$ cat src/rtl/core/cpc_pkg.sv
// ----------------------------------------------------------------------------
// cpc_pkg
// shared types and constants of the coprime range counter
// ----------------------------------------------------------------------------
package cpc_pkg;

  localparam int MAX_PRIMES_DEF = 9;
  localparam int RANGE_BITS_DEF = 63;
  localparam int FIELD_BITS     = 63;
  localparam int BASE_BITS      = 31;
  localparam int IN_BYTES_BITS  = 160;
  localparam int OUT_BYTES_BITS = 64;

  typedef enum logic [3:0] {
    ST_IDLE,
    ST_CHECK,
    ST_DIV1,
    ST_DIV2,
    ST_TAIL,
    ST_SUBSET,
    ST_PROD,
    ST_QUOT,
    ST_FIN
  } cpc_state_t;

endpackage

$ cat src/rtl/core/coprime_count_in_range.sv
// ----------------------------------------------------------------------------
// coprime_count_in_range
// counts the integers of [low, high] that are coprime to a base k
// ----------------------------------------------------------------------------
// input channel s_*: one transfer carries range_low, range_high, coprime_base
// output channel m_*: one transfer per query carries coprime_count
// one restoring divider (one quotient bit per cycle) does all the work under
// a small sequencer; a trial division of k yields BASE_BITS quotient bits, a
// division of a range bound FIELD_BITS quotient bits:
//   factoring: trial division of k by d = 2, 3, ... while d*d <= rest,
//   each step one division plus one more per repeated factor, up to about
//   46k steps for a prime k near 2^31
//   counting: for each nonempty subset of the kept primes (up to
//   2^MAX_PRIMES - 1) a product of up to MAX_PRIMES multiplies and one
//   division, done once for high and, if low is nonzero, once for low - 1
// s_tready is high only while the sequencer is idle; one query at a time
// the result waits in an output register; the next query is taken while it
// waits, and a stalled receiver only holds the sequencer at its last step
// reset (rst, synchronous) returns to idle and drops m_tvalid
// ----------------------------------------------------------------------------
module coprime_count_in_range
  import cpc_pkg::*;
#(
  parameter int MAX_PRIMES = MAX_PRIMES_DEF,
  parameter int RANGE_BITS = RANGE_BITS_DEF
) (
  input  logic                      clk,
  input  logic                      rst,
  input  logic                      s_tvalid,
  output logic                      s_tready,
  input  logic [IN_BYTES_BITS-1:0]  s_tdata,  // range_low, range_high, coprime_base
  output logic                      m_tvalid,
  input  logic                      m_tready,
  output logic [OUT_BYTES_BITS-1:0] m_tdata   // coprime_count
);

  localparam int PCW = $clog2(MAX_PRIMES + 1);
  localparam int PIW = (MAX_PRIMES > 1) ? $clog2(MAX_PRIMES) : 1;
  localparam int SW  = MAX_PRIMES + 1;
  localparam int DCW = $clog2(FIELD_BITS + 1);

  cpc_state_t state, state_next;

  logic [RANGE_BITS-1:0] lo, hi, xval;
  logic [BASE_BITS-1:0]  rest, prod;
  logic [15:0]           d;
  logic [31:0]           sq;
  logic [PCW-1:0]        pcount, pidx;
  logic [BASE_BITS-1:0]  plist [MAX_PRIMES];
  logic [SW-1:0]         subset, subset_end;
  logic                  parity, pass_lo;
  logic [FIELD_BITS-1:0] acc;

  logic [FIELD_BITS-1:0] dv_q;
  logic [BASE_BITS:0]    dv_r, dv_trial;
  logic [BASE_BITS-1:0]  dv_d;
  logic [DCW-1:0]        dv_cnt;
  logic                  dv_done, dv_ge;
  logic [2*BASE_BITS-1:0] mul;
  logic                  out_free;

  assign sq         = 32'(d) * 32'(d);
  assign subset_end = SW'(1) << pcount;
  assign dv_trial   = {dv_r[BASE_BITS-1:0], dv_q[FIELD_BITS-1]};
  assign dv_ge      = dv_trial >= {1'b0, dv_d};
  assign dv_done    = dv_cnt == '0;
  assign mul        = prod * plist[pidx[PIW-1:0]];
  assign out_free   = !m_tvalid || m_tready;
  assign s_tready   = state == ST_IDLE;

  always_ff @(posedge clk) begin
    if (rst) state <= ST_IDLE;
    else     state <= state_next;
  end

  always_comb begin
    state_next = state;
    unique case (state)
      ST_IDLE:   if (s_tvalid) state_next = ST_CHECK;
      ST_CHECK:  state_next = (sq > {1'b0, rest}) ? ST_TAIL : ST_DIV1;
      ST_DIV1:   if (dv_done) state_next = (dv_r == '0) ? ST_DIV2 : ST_CHECK;
      ST_DIV2: begin
        if (dv_done && dv_r != '0) state_next = (rest == BASE_BITS'(1)) ? ST_TAIL : ST_CHECK;
      end
      ST_TAIL:   state_next = (lo > hi) ? ST_FIN : ST_SUBSET;
      ST_SUBSET: begin
        if (subset == subset_end) begin
          if (pass_lo || lo == '0) state_next = ST_FIN;
        end else begin
          state_next = ST_PROD;
        end
      end
      ST_PROD:   if (pidx == pcount) state_next = ST_QUOT;
      ST_QUOT:   if (dv_done) state_next = ST_SUBSET;
      ST_FIN:    if (out_free) state_next = ST_IDLE;
      default:   state_next = ST_IDLE;
    endcase
  end

  // output register
  always_ff @(posedge clk) begin
    if (rst) begin
      m_tvalid <= 1'b0;
    end else if (state == ST_FIN && out_free) begin
      m_tvalid <= 1'b1;
    end else if (m_tready) begin
      m_tvalid <= 1'b0;
    end
  end

  always_ff @(posedge clk) begin
    if (state == ST_FIN && out_free) m_tdata <= {1'b0, acc};
  end

  // sequencer datapath and shared divider
  always_ff @(posedge clk) begin
    if (rst) begin
      pcount <= '0;
      dv_cnt <= '0;
    end else begin
      if (!dv_done) begin
        dv_cnt <= dv_cnt - DCW'(1);
        dv_q   <= {dv_q[FIELD_BITS-2:0], dv_ge};
        dv_r   <= dv_ge ? (dv_trial - {1'b0, dv_d}) : dv_trial;
      end
      unique case (state)
        ST_IDLE: begin
          if (s_tvalid) begin
            lo     <= s_tdata[RANGE_BITS-1:0];
            hi     <= s_tdata[FIELD_BITS +: RANGE_BITS];
            rest   <= s_tdata[2*FIELD_BITS +: BASE_BITS];
            d      <= 16'd2;
            pcount <= '0;
          end
        end
        ST_CHECK: begin
          if (sq <= {1'b0, rest}) begin
            dv_q   <= FIELD_BITS'(rest) << (FIELD_BITS - BASE_BITS);
            dv_r   <= '0;
            dv_d   <= BASE_BITS'(d);
            dv_cnt <= DCW'(BASE_BITS);
          end
        end
        ST_DIV1, ST_DIV2: begin
          if (dv_done) begin
            if (dv_r == '0) begin
              if (state == ST_DIV1 && pcount < PCW'(MAX_PRIMES)) begin
                plist[pcount[PIW-1:0]] <= BASE_BITS'(d);
                pcount <= pcount + PCW'(1);
              end
              rest   <= dv_q[BASE_BITS-1:0];
              dv_q   <= FIELD_BITS'(dv_q[BASE_BITS-1:0]) << (FIELD_BITS - BASE_BITS);
              dv_r   <= '0;
              dv_cnt <= DCW'(BASE_BITS);
            end else begin
              d <= d + 16'd1;
            end
          end
        end
        ST_TAIL: begin
          if (rest > BASE_BITS'(1) && pcount < PCW'(MAX_PRIMES)) begin
            plist[pcount[PIW-1:0]] <= rest;
            pcount <= pcount + PCW'(1);
          end
          acc     <= (lo > hi) ? '0 : FIELD_BITS'(hi);
          xval    <= hi;
          pass_lo <= 1'b0;
          subset  <= SW'(1);
        end
        ST_SUBSET: begin
          if (subset == subset_end) begin
            if (!pass_lo && lo != '0) begin
              pass_lo <= 1'b1;
              xval    <= lo - RANGE_BITS'(1);
              acc     <= acc - FIELD_BITS'(lo - RANGE_BITS'(1));
              subset  <= SW'(1);
            end
          end else begin
            prod   <= BASE_BITS'(1);
            pidx   <= '0;
            parity <= 1'b0;
          end
        end
        ST_PROD: begin
          if (pidx == pcount) begin
            dv_q   <= FIELD_BITS'(xval);
            dv_r   <= '0;
            dv_d   <= prod;
            dv_cnt <= DCW'(FIELD_BITS);
          end else begin
            if (subset[pidx]) begin
              prod   <= mul[BASE_BITS-1:0];
              parity <= !parity;
            end
            pidx <= pidx + PCW'(1);
          end
        end
        ST_QUOT: begin
          if (dv_done) begin
            if (parity ^ pass_lo) acc <= acc - FIELD_BITS'(dv_q);
            else                  acc <= acc + FIELD_BITS'(dv_q);
            subset <= subset + SW'(1);
          end
        end
        ST_FIN: begin
        end
        default: begin
        end
      endcase
    end
  end

endmodule

$ cat config.mk
export PLATFORM = sky130hd
export DESIGN_NAME = coprime_count_in_range
export DESIGN_NICKNAME = d
export VERILOG_FILES = /design/src/rtl/core/cpc_pkg.sv /design/src/rtl/core/coprime_count_in_range.sv
export SDC_FILE = /design/constraint.sdc
export NUM_CORES = 2
export LEC_CHECK = 0
export BUFFER_PORTS_ARGS = -buffer_cell sky130_fd_sc_hd__buf_2
export CAP_MARGIN = 20
export CELL_PAD_IN_SITES_DETAIL_PLACEMENT = 2
export CELL_PAD_IN_SITES_GLOBAL_PLACEMENT = 2
export CORE_MARGIN = 4
export CORE_UTILIZATION = 39
export CTS_CLUSTER_SIZE = 16
export DETAILED_ROUTE_END_ITERATION = 7
export GPL_TIMING_DRIVEN = 0
export PLACE_DENSITY_LB_ADDON = 0.1
export SLEW_MARGIN = 30
export SYNTH_ARGS = -nofsm -noshare
export SYNTH_HDL_FRONTEND = slang
export SYNTH_SLANG_ARGS = --single-unit
$ cat constraint.sdc
create_clock -name clk -period 52.6 [get_ports clk]
set_clock_uncertainty 0.15 [all_clocks]
set_input_delay 10.52 -clock clk [delete_from_list [all_inputs] [get_ports clk]]
set_output_delay 10.52 -clock clk [all_outputs]
set_load 0.03 [all_outputs]
After elaboration in Yosys (flattened, before gate mapping)
Memory sizes are Yosys's and may differ from the RTL's. A register that Yosys moved wholly into a read port is not among the register bits.
Index checks and enable logic that the tools add are counted.
{ "word_totals": {"latch_bits": 0, "ram_bits": 279, "out_inout_bits": 66, "rom_bits": 0, "reg_bits": 550, "wordCells": 198, "in_bits": 164, "mem_count": 1} }
{ "op_classes": {"n_lt_le_gt_ge": 7, "shift": 1, "bitwise_logic": 3, "muxes": 92, "eq_ne": 29, "n_mul": 2, "addsub": 10, "n_reduce_logical": 34, "div_mod_pow": 0} }
{ "memory_table": {"columns": ["memory", "words", "word_bits", "read_ports", "rd_clocked_by_memory_dff", "wr", "line", "rtl"], "rows": [
  ["plist", 9, 31, 1, 1, 1, "coprime_count_in_range.sv:49", "logic [BASE_BITS-1:0] plist [MAX_PRIMES];"]
]} }
{ "op_table": {"columns": ["cell", "n"], "rows": [
  ["$mux W63", 12],
  ["$pmux W63 S3", 2],
  ["$mux W31", 9],
  ["$mux W32", 6],
  ["$pmux W31 S2", 3],
  ["$pmux W63 S2", 1],
  ["$sub A63 B63 Y63", 2],
  ["$pmux W32 S3", 1],
  ["$mux W4", 17],
  ["$add A63 B63 Y63", 1],
  ["$gt A63 B63 Y1", 1],
  ["$logic_not A63 Y1", 1],
  ["$reduce_bool A63 Y1", 1],
  ["$sub A63 B1 Y63 const B", 1],
  ["$mux W16", 3],
  ["$pmux W4 S9", 1],
  ["$ne A2 B2 Y1 const B", 17],
  ["$ge A32 B31 Y1", 1],
  ["$gt A32 B31 Y1", 1],
  ["$le A32 B31 Y1", 1],
  ["$logic_not A32 Y1", 1],
  ["$mul A16 B16 Y32", 1],
  ["$pmux W16 S2", 1],
  ["$reduce_bool A32 Y1", 1],
  ["other kinds (45)", 92]
]} }

Longest topological paths before layout
{ "logic_depth": {"ltp_word": 9, "ltp_mapped": 41, "depth_no_buf": 38} }

Worst setup path before layout
OpenSTA, ideal clock, no wires.
{ "synth_path": {"path_type": "input port to flip-flop", "start": "in rst", "end": "reg pass_lo, enable pin", "stages": 4, "setup_slack_ns": 28.803, "required_time_ns": 51.621, "arrival_time_ns": 22.818, "path_cell_list": "clkbuf_1 -> inv_1 -> nand2_1 -> a2111oi_0"} }
{ "synth_via": {"elab_chain_len": 2} }
{ "synth_lines": {"columns": ["item", "line", "rtl"], "rows": [
  ["start, declared", "coprime_count_in_range.sv:28", "input logic rst,"],
  ["$not A1 Y1 (no source line)", null, null],
  ["$reduce_and A4 Y1 (no source line)", null, null],
  ["end signal, assigned", "coprime_count_in_range.sv:167", "pass_lo <= 1'b0;"],
  ["end signal, assigned", "coprime_count_in_range.sv:173", "pass_lo <= 1'b1;"],
  ["end, declared", "coprime_count_in_range.sv:51", "logic parity, pass_lo;"]
]} }
Every way passes these cells.
A chain may end at the register's enable or synchronous reset.

Worst setup path after layout
{ "layout_path": {"start": "in rst", "end": "reg xval[5], enable pin"} }
{ "layout_via": {"elab_chain_len": 2} }
{ "layout_lines": {"columns": ["item", "line", "rtl"], "rows": [
  ["$not A1 Y1 (no source line)", null, null],
  ["$reduce_and A4 Y1 (no source line)", null, null],
  ["end signal, assigned", "coprime_count_in_range.sv:166", "xval <= hi;"],
  ["end signal, assigned", "coprime_count_in_range.sv:174", "xval <= lo - RANGE_BITS'(1);"],
  ["end, declared", "coprime_count_in_range.sv:44", "logic [RANGE_BITS-1:0] lo, hi, xval;"]
]} }
Every way passes these cells.

==> results.json <==
{
  "path_class": "primary input to flip-flop",
  "crit_arrival_ns": 13.86,
  "rsz0062_at_grt": "no",
  "insertion_delay_ns": 0.75,
  "synth_nets": 7784,
  "ys_seq_elements": 833,
  "min_period_ns": 13.56,
  "slowest_stage": "a2111oi_2",
  "required_ns": 52.90,
  "cp_max_fo": 28,
  "num_rows": 152,
  "ctsLongestPathBuffers": 3,
  "first_iter_violations": 3273,
  "worst_path_largest_cell_delay_ns": 0.37,
  "vias": 52300,
  "die_width_um": 423,
  "hold_start": "acc[9]",
  "cp_cell_sequence": "clkbuf_1 > inv_8 > nand2_1 > a2111oi_2 > buf_2 > buf_2 > buf_2 > buf_2 > buf_2 > buf_2 > buf_2 > buf_2 > buf_2 > buf_2",
  "yosysMostFrequentCell": "nand2_1",
  "start_util_pct": 39.2,
  "status": "finished, final reports clean",
  "root_buffer": "clkbuf_16",
  "synth.distinct_cells": 94,
  "cts_setup_buffers": 0,
  "synth_top_cell_area_share_pct": 36.3,
  "r2r_slack_ns": 40.34,
  "hold_path.class": "flip-flop to flip-flop",
  "port_buffers": 224,
  "grt-ovfl-total": 0,
  "wl_per_cell_um": 28.5,
  "hold_violations": 0,
  "reg2reg_from": "d[6]",
  "antenna_found_initial": 9,
  "grt_max_degree": 75,
  "reg2reg_depth": 36,
  "critPathLaunchType": "primary input",
  "max_slew_margin_pct": 28.7,
  "place.gp.congestion": 0.902,
  "setup_viol": 0,
  "cts-buffers-inserted": 100,
  "vias_per_cell": 5.55,
  "timing.rr.end": "dv_q[30]",
  "clkSlewWorstSetupHoldPaths_ns": 0.06,
  "yosys_warnings": 0,
  "hpwl_um": 213000,
  "cts_tree": "yes",
  "synthTopCellsByArea": "edfxtp_1 36%, fa_1 16%, ha_1 7.8%",
  "ctsResizeCount": 0,
  "syn_to_final_growth_pct": 12.3,
  "drc": 0,
  "postRouteAntennaNets": 0,
  "finalCritPeriodShare_pct": 25.8,
  "fmax_mhz": 73.7,
  "yosys.area.top_type": "edfxtp_1",
  "dieArea_mm2": 0.179,
  "grt_pass1_vias": 58800,
  "min_delay_path_depth": 0,
  "cp-end-kind": "flip-flop",
  "cts_hold_buf": 0,
  "drt_pass1_iterations": 6,
  "syn_avg_cell_area_um2": 10.1,
  "maxCapViolCount": 0,
  "ys_seq_area_share_pct": 36.9,
  "crit_top_cell": "buf_2",
  "cts.sinks": 833,
  "min_to": "m_tdata[9]",
  "ys.flop_type": "edfxtp_1",
  "synth_edf_count": 814,
  "maxSlewViolCount": 0,
  "nets": 8159,
  "io_pins": 230,
  "syn_area_mm2": 0.0673,
  "drive_above_1_share_pct": 8.83,
  "grt_use_total_pct": 29.8,
  "die_h_um": 423,
  "ys_async_sr_fraction_pct": 0,
  "fin_setup_tns_ns": 0,
  "worstMarginPinSlew_ns": 1.07,
  "grt_pass1_wl_um": 397000,
  "wl_um": 269000,
  "netlist_instances": 6655,
  "yosys-top-cells-count": "989 x nand2_1, 895 x inv_1, 814 x edfxtp_1, 544 x fa_1, 421 x ha_1",
  "core_region_area_mm2": 0.172,
  "htreeDepth": 3
}
==> registers in the layout (all words and copies together), names as in the netlist, 4 cells and up, named ones only <==
| name | flops |
|---|---|
| plist | 279 |
| acc | 63 |
| dv_q | 63 |
| hi | 63 |
| lo | 63 |
| m_tdata | 63 |
| xval | 63 |
| dv_r | 32 |
| dv_d | 31 |
| prod | 31 |
| rest | 31 |
| d | 16 |
| subset | 10 |
| dv_cnt | 6 |
| pcount | 4 |
| pidx | 4 |
| state | 4 |
==> cell usage in the layout (no fill, tap or decap), drive strengths merged, types with 19 or more instances in the layout <==
cell type	count
and3	46
edfxtp	814
mux4	64
nand3	44
a211oi	63
nor2	353
a31oi	25
a21oi	255
o22ai	57
o31ai	27
clkbuf	405
buf	322
nand2b	58
o211ai	38
fa	544
o21bai	26
or3	39
clkinv	50
mux2i	121
nand2	990
dfxtp	19
nand4	50
nor2b	64
xor2	139
o21a	29
inv	907
o21ai	355
and2	165
xnor2	203
a21o	102
nor4	47
nor3	91
ha	421
==> layout make-up <==
type,instances,area (µm²)
Fill cell,18300,96000
Multi-Input combinational cell,4579,37900
Sequential cell,833,24800
Inverter,903,3400
Tap cell,2310,2890
Clock buffer,114,2590
Timing Repair Buffer,273,1730
Buffer,340,1360
Clock inverter,73,812
Antenna cell,5,12.5
==> through the flow <==
stage                     setup WS [ns]  util [%]  instances  area (µm²)  hold slack, ns
after floorplan                   28.80         -       6655       67300           0.276
after global placement            22.52      41.5       9189       71300           0.305
after detailed placement          38.24      42.0       9238       72100           0.300
after CTS                         39.05      44.0       9425       75500           0.314
after global routing              38.84      44.0       9426       75500           0.332
final                             39.04      44.0       9430       75500           0.315
==> worst max-delay path, delay by kind of cell <==
family                 cells  cell delay [ns]
AND/OR/NAND/NOR            1             0.17
AO/OA/AOI/OAI              1             0.37
buffers and inverters     12             2.75
==> metal layers <==
| layer | GRT usage [%] | wire length, µm |
|---|---|---|
| met5 | 0 | 8 |
| met4 | 11.5 | 12300 |
| met3 | 3.08 | 9990 |
| met2 | 51.6 | 132000 |
| met1 | 38.3 | 114000 |
==> cell families (layout without fill, tap and decap cells) <==
logic type | after synthesis | after routing | synth area share [%]
DFF | 833 | 833 | 36.9
and+or+nand+nor | 2010 | 2010 | 13.7
muxes | 194 | 194 | 4.10
AOI/OAI and AO/OA | 1066 | 1066 | 9.72
adders and majority gates | 965 | 965 | 24.0
other | 1 | 6 | 0.00558
buffers and inverters | 1243 | 1703 | 7.02
xor gates and xnor gates | 343 | 343 | 4.49
==> worst max path at each step <==
stage | slack, ns | start | to | depth (start not counted)
2_1_floorplan | 28.80 | rst | pass_lo | 4
3_3_place_gp | 22.52 | rst | xval[0] | 4
3_5_place_dp | 38.24 | rst | xval[0] | 14
4_1_cts | 39.05 | rst | xval[5] | 14
5_1_grt | 38.84 | rst | xval[5] | 14
6_report | 39.04 | rst | xval[5] | 14
Power is not shown: default switching activity piles up to over one toggle a cycle in this logic, so the estimate is an artifact.
